--- config.mk ---
export PLATFORM = sky130hd
export DESIGN_NAME = platform_interrupt_controller
export DESIGN_NICKNAME = d
export VERILOG_FILES = /design/src/rtl/plic_pkg.sv /design/src/rtl/plic_scan.sv /design/src/rtl/platform_interrupt_controller.sv
export SDC_FILE = /design/constraint.sdc
export NUM_CORES = 2
export LEC_CHECK = 0
export ABC_CLOCK_PERIOD_IN_PS = 5600
export BUFFER_PORTS_ARGS = -buffer_cell sky130_fd_sc_hd__buf_2
export CAP_MARGIN = 20
export CORE_UTILIZATION = 35
export DETAILED_ROUTE_END_ITERATION = 10
export PLACE_DENSITY = 0.53
export SYNTH_ARGS = -nofsm -noshare
export SYNTH_HDL_FRONTEND = slang
export SYNTH_SLANG_ARGS = --single-unit
--- constraint.sdc ---
create_clock -name clk -period 5.6 [get_ports clk]
set_input_delay 1.4 -clock clk [delete_from_list [all_inputs] [get_ports clk]]
set_output_delay 1.4 -clock clk [all_outputs]
set_load 0.02 [all_outputs]
--- src/rtl/plic_pkg.sv ---
package plic_pkg;

  localparam int NUM_SOURCES  = 32;
  localparam int NUM_CONTEXTS = 2;

  localparam int SRC_W  = $clog2(NUM_SOURCES);
  localparam int CTX_W  = (NUM_CONTEXTS > 1) ? $clog2(NUM_CONTEXTS) : 1;
  localparam int DATA_W = 32;
  localparam int OFF_W  = 26;

  localparam logic [1:0] MODE_READ  = 2'd0;
  localparam logic [1:0] MODE_WRITE = 2'd1;

  localparam logic [OFF_W-1:0] PRIO_END      = 26'h000_1000;
  localparam logic [OFF_W-1:0] PENDING_OFF   = 26'h000_1000;
  localparam logic [OFF_W-1:0] ENABLE_BASE   = 26'h000_2000;
  localparam logic [OFF_W-1:0] ENABLE_STRIDE = 26'h000_0080;
  localparam logic [OFF_W-1:0] CTX_BASE      = 26'h020_0000;
  localparam logic [OFF_W-1:0] CTX_STRIDE    = 26'h000_1000;
  localparam logic [OFF_W-1:0] ENABLE_SPAN   = OFF_W'(NUM_CONTEXTS * 128);
  localparam logic [OFF_W-1:0] CTX_SPAN      = OFF_W'(NUM_CONTEXTS * 4096);

  localparam logic [11:0] REG_THRESHOLD = 12'h000;
  localparam logic [11:0] REG_CLAIM     = 12'h004;

  localparam logic [DATA_W-1:0] SRC_MASK =
    DATA_W'((64'd1 << NUM_SOURCES) - 64'd1) & 32'hFFFF_FFFE;

  typedef struct packed {
    logic             clear;
    logic             valid;
    logic             elig;
    logic [SRC_W-1:0] src;
  } scan_beat_t;

endpackage

--- src/rtl/plic_scan.sv ---
module plic_scan (
  input  logic                         clk,
  input  plic_pkg::scan_beat_t         beat,
  input  logic [plic_pkg::DATA_W-1:0]  prio,
  input  logic [plic_pkg::DATA_W-1:0]  threshold,
  output logic [plic_pkg::SRC_W-1:0]   best_src
);

  logic [plic_pkg::DATA_W-1:0] lead_prio;

  always_ff @(posedge clk) begin
    if (beat.clear) begin
      best_src  <= '0;
      lead_prio <= '0;
    end else if (beat.valid && beat.elig && (prio > threshold) && (prio > lead_prio)) begin
      best_src  <= beat.src;
      lead_prio <= prio;
    end
  end

endmodule

--- src/rtl/platform_interrupt_controller.sv ---
// Channel  | Handshake     | Fields
// ---------+---------------+-----------------------------------------------
// access   | start / busy  | mode, offset, write_data, source_lines
// result   | done (strobe) | read_data, machine_irq, supervisor_irq
//
// Each scan walks the priority memory one source per cycle through one compare
// unit; a claim read runs three scans, every other beat two. A priority read
// also passes through S_PRIO_WAIT. Synchronous active-high reset clears the
// control state, the context registers and the priority valid bits. The
// receiver cannot stall: done lasts exactly one cycle.
module platform_interrupt_controller (
  input  logic                               clk,
  input  logic                               rst,
  input  logic                               start,
  output logic                               busy,
  input  logic [1:0]                         mode,
  input  logic [plic_pkg::OFF_W-1:0]         offset,
  input  logic [plic_pkg::DATA_W-1:0]        write_data,
  input  logic [plic_pkg::DATA_W-1:0]        source_lines,
  output logic                               done,
  output logic [plic_pkg::DATA_W-1:0]        read_data,
  output logic                               machine_irq,
  output logic                               supervisor_irq
);

  localparam logic [2:0] S_IDLE      = 3'd0;
  localparam logic [2:0] S_ACCESS    = 3'd1;
  localparam logic [2:0] S_PRIO_WAIT = 3'd2;
  localparam logic [2:0] S_SCAN      = 3'd3;
  localparam logic [2:0] S_FLUSH     = 3'd4;
  localparam logic [2:0] S_EVAL      = 3'd5;
  localparam logic [2:0] S_DONE      = 3'd6;

  localparam logic [1:0] PH_CLAIM = 2'd0;
  localparam logic [1:0] PH_IRQ0  = 2'd1;
  localparam logic [1:0] PH_IRQ1  = 2'd2;

  localparam int SW = plic_pkg::SRC_W;
  localparam int CW = plic_pkg::CTX_W;
  localparam int DW = plic_pkg::DATA_W;
  localparam int NS = plic_pkg::NUM_SOURCES;
  localparam int NC = plic_pkg::NUM_CONTEXTS;

  logic [2:0]    state;
  logic [1:0]    phase;
  logic [CW-1:0] scan_ctx;
  logic [SW-1:0] cnt;

  logic [1:0]                 mode_q;
  logic [plic_pkg::OFF_W-1:0] off_q;
  logic [DW-1:0]              wdata_q;
  logic [DW-1:0]              lines_q;

  logic [DW-1:0] enable    [NC];
  logic [DW-1:0] threshold [NC];
  logic [SW-1:0] claimed   [NC];

  logic [DW-1:0] prio_mem [NS];
  logic [NS-1:0] prio_vld;
  logic [DW-1:0] prio_raw;
  logic          prio_raw_vld;
  logic [DW-1:0] prio_q;
  logic [SW-1:0] rd_addr;

  logic                 beat_valid;
  logic [SW-1:0]        beat_src;
  plic_pkg::scan_beat_t beat;
  logic [SW-1:0]        best_src;

  logic                       rd, wr;
  logic                       prio_hit, pend_hit, en_hit, cx_hit;
  logic [SW-1:0]              prio_idx;
  logic                       prio_we;
  logic [plic_pkg::OFF_W-1:0] en_rel, cx_rel;
  logic [CW-1:0]              en_ctx, cx_ctx;
  logic [11:0]                cx_reg;
  logic                       claim_rd;

  assign busy = (state != S_IDLE);
  assign done = (state == S_DONE);

  assign rd = (state == S_ACCESS) && (mode_q == plic_pkg::MODE_READ);
  assign wr = (state == S_ACCESS) && (mode_q == plic_pkg::MODE_WRITE);

  assign prio_hit = (off_q < plic_pkg::PRIO_END) && (off_q[11:2] < 10'(NS));
  assign prio_idx = off_q[2 +: SW];
  assign prio_we  = wr && prio_hit && (prio_idx != '0);
  assign pend_hit = (off_q == plic_pkg::PENDING_OFF);

  assign en_rel = off_q - plic_pkg::ENABLE_BASE;
  assign en_hit = (off_q >= plic_pkg::ENABLE_BASE) && (en_rel < plic_pkg::ENABLE_SPAN)
                  && (en_rel[6:0] == 7'd0);
  assign en_ctx = en_rel[7 +: CW];

  assign cx_rel = off_q - plic_pkg::CTX_BASE;
  assign cx_hit = (off_q >= plic_pkg::CTX_BASE) && (cx_rel < plic_pkg::CTX_SPAN);
  assign cx_reg = cx_rel[11:0];
  assign cx_ctx = cx_rel[12 +: CW];
  assign claim_rd = rd && cx_hit && (cx_reg == plic_pkg::REG_CLAIM);

  assign rd_addr = (state == S_ACCESS) ? prio_idx : cnt;

  always_ff @(posedge clk) begin
    if (prio_we) begin
      prio_mem[prio_idx] <= wdata_q;
    end
    prio_raw <= prio_mem[rd_addr];
  end

  always_ff @(posedge clk) begin
    if (rst) begin
      prio_vld     <= '0;
      prio_raw_vld <= 1'b0;
    end else begin
      prio_raw_vld <= prio_vld[rd_addr];
      if (prio_we) begin
        prio_vld[prio_idx] <= 1'b1;
      end
    end
  end

  assign prio_q = prio_raw_vld ? prio_raw : '0;

  always_ff @(posedge clk) begin
    if (rst) begin
      beat_valid <= 1'b0;
    end else begin
      beat_valid <= (state == S_SCAN);
    end
    beat_src <= cnt;
  end

  assign beat.clear = (state == S_SCAN) && (cnt == SW'(1));
  assign beat.valid = beat_valid;
  assign beat.src   = beat_src;
  assign beat.elig  = lines_q[beat_src] && enable[scan_ctx][beat_src]
                      && (beat_src != claimed[scan_ctx]);

  plic_scan u_scan (
    .clk       (clk),
    .beat      (beat),
    .prio      (prio_q),
    .threshold (threshold[scan_ctx]),
    .best_src  (best_src)
  );

  always_ff @(posedge clk) begin
    if (rst) begin
      state    <= S_IDLE;
      phase    <= PH_IRQ0;
      scan_ctx <= '0;
      cnt      <= '0;
      for (int c = 0; c < NC; c++) begin
        enable[c]    <= '0;
        threshold[c] <= '0;
        claimed[c]   <= '0;
      end
    end else begin
      case (state)
        S_IDLE: begin
          if (start) begin
            state <= S_ACCESS;
          end
        end
        S_ACCESS: begin
          if (wr && en_hit) begin
            enable[en_ctx] <= wdata_q;
          end
          if (wr && cx_hit && (cx_reg == plic_pkg::REG_THRESHOLD)) begin
            threshold[cx_ctx] <= wdata_q;
          end
          if (wr && cx_hit && (cx_reg == plic_pkg::REG_CLAIM)
              && (wdata_q == DW'(claimed[cx_ctx]))) begin
            claimed[cx_ctx] <= '0;
          end
          if (claim_rd) begin
            phase    <= PH_CLAIM;
            scan_ctx <= cx_ctx;
          end else begin
            phase    <= PH_IRQ0;
            scan_ctx <= '0;
          end
          cnt <= SW'(1);
          if (rd && prio_hit) begin
            state <= S_PRIO_WAIT;
          end else begin
            state <= S_SCAN;
          end
        end
        S_PRIO_WAIT: begin
          state <= S_SCAN;
        end
        S_SCAN: begin
          cnt <= cnt + SW'(1);
          if (cnt == SW'(NS - 1)) begin
            state <= S_FLUSH;
          end
        end
        S_FLUSH: begin
          state <= S_EVAL;
        end
        S_EVAL: begin
          cnt <= SW'(1);
          case (phase)
            PH_CLAIM: begin
              if (best_src != '0) begin
                claimed[scan_ctx] <= best_src;
              end
              phase    <= PH_IRQ0;
              scan_ctx <= '0;
              state    <= S_SCAN;
            end
            PH_IRQ0: begin
              if (NC > 1) begin
                phase    <= PH_IRQ1;
                scan_ctx <= CW'(NC - 1);
                state    <= S_SCAN;
              end else begin
                state <= S_DONE;
              end
            end
            default: begin
              state <= S_DONE;
            end
          endcase
        end
        S_DONE: begin
          state <= S_IDLE;
        end
        default: begin
          state <= S_IDLE;
        end
      endcase
    end
  end

  always_ff @(posedge clk) begin
    if ((state == S_IDLE) && start) begin
      mode_q         <= mode;
      off_q          <= {offset[plic_pkg::OFF_W-1:2], 2'b00};
      wdata_q        <= write_data;
      lines_q        <= source_lines & plic_pkg::SRC_MASK;
      read_data      <= '0;
      machine_irq    <= 1'b0;
      supervisor_irq <= 1'b0;
    end else if (state == S_ACCESS) begin
      if (rd && pend_hit) begin
        read_data <= lines_q;
      end
      if (rd && en_hit) begin
        read_data <= enable[en_ctx];
      end
      if (rd && cx_hit && (cx_reg == plic_pkg::REG_THRESHOLD)) begin
        read_data <= threshold[cx_ctx];
      end
    end else if (state == S_PRIO_WAIT) begin
      read_data <= prio_q;
    end else if (state == S_EVAL) begin
      case (phase)
        PH_CLAIM: read_data      <= DW'(best_src);
        PH_IRQ0:  machine_irq    <= (best_src != '0);
        default:  supervisor_irq <= (best_src != '0);
      endcase
    end
  end

endmodule

==> results by stage <==
Run status:
- The run finished with clean final reports.

STA:
- Setup violations remaining at the end of the flow were counted as 0.
- The least setup slack across all paths after layout is 1.369 ns.
- The final number of hold-violating endpoints was 0.
- The max-slew violation count is 0.
- Dividing the final minimum period by the clock period gives 75.55%.
- The post-route worst hold slack is about 0.44 ns.
- The time the worst path needs with I/O delays and setup is about 4.2 ns.
- Setup repair after global routing left no endpoint under its margin.
- The peak clock frequency supported by timing is 236.3 MHz.
- Headroom to the max-slew limit came out at 22.37%.
- At the pin with the least slew margin, the transition time is 1.164 ns.
- Summed over all failing endpoints, the final setup total negative slack is 0 ns.
- The worst-case clock skew is 0.06013 ns.

CTS:
- The cell at the root of the clock tree is sky130_fd_sc_hd__clkbuf_16.
- The clock-pin slew on the worst setup and hold paths is 0.06 ns.
- The clock tree from TritonCTS is done.
- In this run the post-CTS setup repair buffer count came out at 0.
- The H-tree depth is 4.
- The buffer depth of the longest clock path is 3.
- The clock latency of the later-clocked register in the worst-skew pair is 0.80 ns.
- The count of instances resized after the clock tree is built is 0.
- The number of hold buffers added after CTS was 0.
- The number of clock buffers inserted by TritonCTS is ~160.
- The number of clock sinks is 1405.

Route:
- The routed layout has approximately 37000 vias.
- The first-pass detailed-route iteration total is 5.
- The via density per instance is 5.364.
- The count of nets left with antenna violations once routing finished came out at 0.
- In the routed design, unresolved DRC markers number 0.
- The wire length after detailed routing is 168300 µm.
- The count of routing violations after the opening detailed-route iteration is 3199.
- The average wire length per cell after detail routing is 24.29 µm.

Floorplan:
- The die height is 412.1 µm.
- The starting density of the core is 35.23%.
- The die width is 412.1 µm.
- The standard cell core area is 167000 µm².
- 131 I/O pins were placed.
- The die covers 169800 µm².
- The floorplan has 150 rows.

Yosys:
- The mean cell area of the mapped netlist is approximately 13 µm².
- Synthesis inferred about 1400 register bits.
- In this run the cell area of the synthesized design comes to 58850 µm².
- During synthesis, Yosys emitted a total of 0 warnings.
- In the synthesized netlist the dominant register cell turns out to be sky130_fd_sc_hd__edfxtp_1.
- Synthesis produced about 4500 cells.
- The number of different library cells in the post-synthesis netlist is 70.
- Yosys mapped a number of flops with a built-in enable equal to 1251.
- In the synthesized netlist the async set-or-reset flop fraction comes to 0%.
- The sequential-to-total area share from yosys stat is 69.07%.

Global route:
- The met3 usage is between 3 and 4%.
- The number of global-route vias before repair came to 36360.
- In the global route stage, overall resource usage came out at 19.55%.
- The maximum number of pins on one net before global-route repair is 123.
- The layer flagged by global routing as most heavily used is met2.
- The met2 layer usage reported by global route is 31.42%.
- The met1 track utilization from global routing is between 20% and 30%.
- The number of antenna violations at the first check in global routing is 5.
- The wire length of the first global-routing pass is 244900 µm.
- The global route total overflow is 0.

Placed design:
- The pre-CTS setup slack is between 1 and 1.5 ns.
- The placed instance count is 6641.
- The count of buffers from port buffering is between 100 and 150.
- Detailed placement finished with a half-perimeter wire length of 96680 µm.
- The congestion estimate from routability-driven global placement came to ~0.84.

Setup path:
- The data required time at the worst endpoint is around 6.3 ns.
- The worst setup path is of the register to register kind.
- The arrival time of the worst setup path is 4.93 ns.
- The worst setup path is captured at a register.
- The maximum net fanout on the critical path is 32.
- The critical path launch point type is a register.

Pwr:
- The areal power density over the cells is 399.4 nW/µm².
- The design draws approximately 27 mW.
- Summed over all cells, the static leakage comes to around 23 nW.
- Across the VDD grid, the largest voltage drop is 322.2 µV.

Layout:
- The count of inserted antenna diode cells is 0.
- The post-layout net count is 4760.
- The area added between synthesis and finish is 15.39%.
- The final non-filler cell total is 6930.
- In the final layout, the share of cells above drive strength 1 is a little under an eighth.

Worst hold path:
- The worst hold path belongs to the class register to register.

Job:
- Across the run, the number of max-cap violations was 0.
logic make-up after synthesis:
family                     share of synthesized area [%]
DFF                                                69.07
and+or+nand+nor                                    10.70
AOI/OAI and AO/OA                                  12.97
buffers and inverters                              2.779
muxes                                              2.783
adders and majority gates                          1.510
xor gates and xnor gates                          0.1786
other                                           0.006372
Yosys cell counts, drive strengths merged (71+ instances only):
master	number	area share (%)
edfxtp	1251	64
nand2	624	4.0
a211oi	396	5.1
and2	372	4.0
clkbuf	264	1.7
a21oi	198	1.7
a31oi	154	1.6
dfxtp	154	5.2
mux2i	149	2.5
a311oi	132	2.0
nor2	104	0.66
inv	87	0.55
ha	71	1.5
registers in the layout, summed over array words and instances (netlist names), 10 cells and up, named ones only:
name / count
wdata_q: 32
off_q: 24
prio_vld: 32
u_scan.lead_prio: 32
prio_mem: 1024
threshold: 64
lines_q: 31
enable: 64
prio_raw: 32
read_data: 32
claimed: 10
per-layer routing:
metal | share of wire [%] | routed length, µm
met3 | 5.3 | 8937
met5 | 0.0053 | 9
met4 | 2.6 | 4425
met2 | 46 | 77950
met1 | 46 | 77010
stage by stage:
| step | instance area (µm²) | utilization, % |
|---|---|---|
| finish | 67900 | 40.65 |
| detailed placement | 62810 | 37.60 |
| CTS | 67900 | 40.65 |
| global placement | 62790 | 37.59 |
| floorplan | 58970 | - |
| global route | 67900 | 40.65 |
layout make-up:
class	instances	area (µm²)
clock inverter	65	758.2
inverter	88	330.3
multi-input combinational	2678	17050
timing repair buffer	266	2012
clock buffer	224	4339
sequential	1405	40650
tap	2204	2758
fill	15480	99130
worst max-delay path, stage by stage (launching register included):
cell and delay (ns):
sky130_fd_sc_hd__dfxtp_4 0.80, sky130_fd_sc_hd__mux2i_1 0.20, sky130_fd_sc_hd__ha_1 0.34, sky130_fd_sc_hd__nand4_1 0.27, sky130_fd_sc_hd__nor4_1 0.49, sky130_fd_sc_hd__a21boi_0 0.46
sky130_fd_sc_hd__o31ai_1 0.15, sky130_fd_sc_hd__o211a_1 0.23, sky130_fd_sc_hd__a211oi_4 0.54, sky130_fd_sc_hd__buf_4 0.37, sky130_fd_sc_hd__nand3_1 0.12, sky130_fd_sc_hd__a21oi_1 0.14
final timing paths:
| check | start | end | slack [ns] | depth (start not counted) |
|---|---|---|---|---|
| hold / removal | cnt[4] | beat_src[4] | 0.44 | 0 |
| setup / recovery | register | u_scan.lead_prio[12] | 1.37 | 11 |
| hold reg to reg | cnt[4] | beat_src[4] | 0.44 | 0 |
| setup reg to reg | register | u_scan.lead_prio[12] | 1.37 | 11 |
cell usage in the layout, fill, tap and decap left out, types with 87 or more instances in the layout:
| master | instances |
|---|---|
| sky130_fd_sc_hd__a311oi_1 | 132 |
| sky130_fd_sc_hd__nand2_1 | 621 |
| sky130_fd_sc_hd__mux2i_1 | 144 |
| sky130_fd_sc_hd__buf_4 | 112 |
| sky130_fd_sc_hd__buf_2 | 127 |
| sky130_fd_sc_hd__a21oi_1 | 197 |
| sky130_fd_sc_hd__inv_1 | 87 |
| sky130_fd_sc_hd__dfxtp_1 | 153 |
| sky130_fd_sc_hd__clkbuf_16 | 156 |
| sky130_fd_sc_hd__and2_1 | 365 |
| sky130_fd_sc_hd__a211oi_1 | 394 |
| sky130_fd_sc_hd__a31oi_1 | 154 |
| sky130_fd_sc_hd__edfxtp_1 | 1251 |
power breakdown:
part | internal, mW | switching, mW
clock network | 5.90 | 4.24
logic | 1.45 | 3.27
registers | 12.0 | 0.309
No activity file was read; power rests on OpenSTA's default activity.
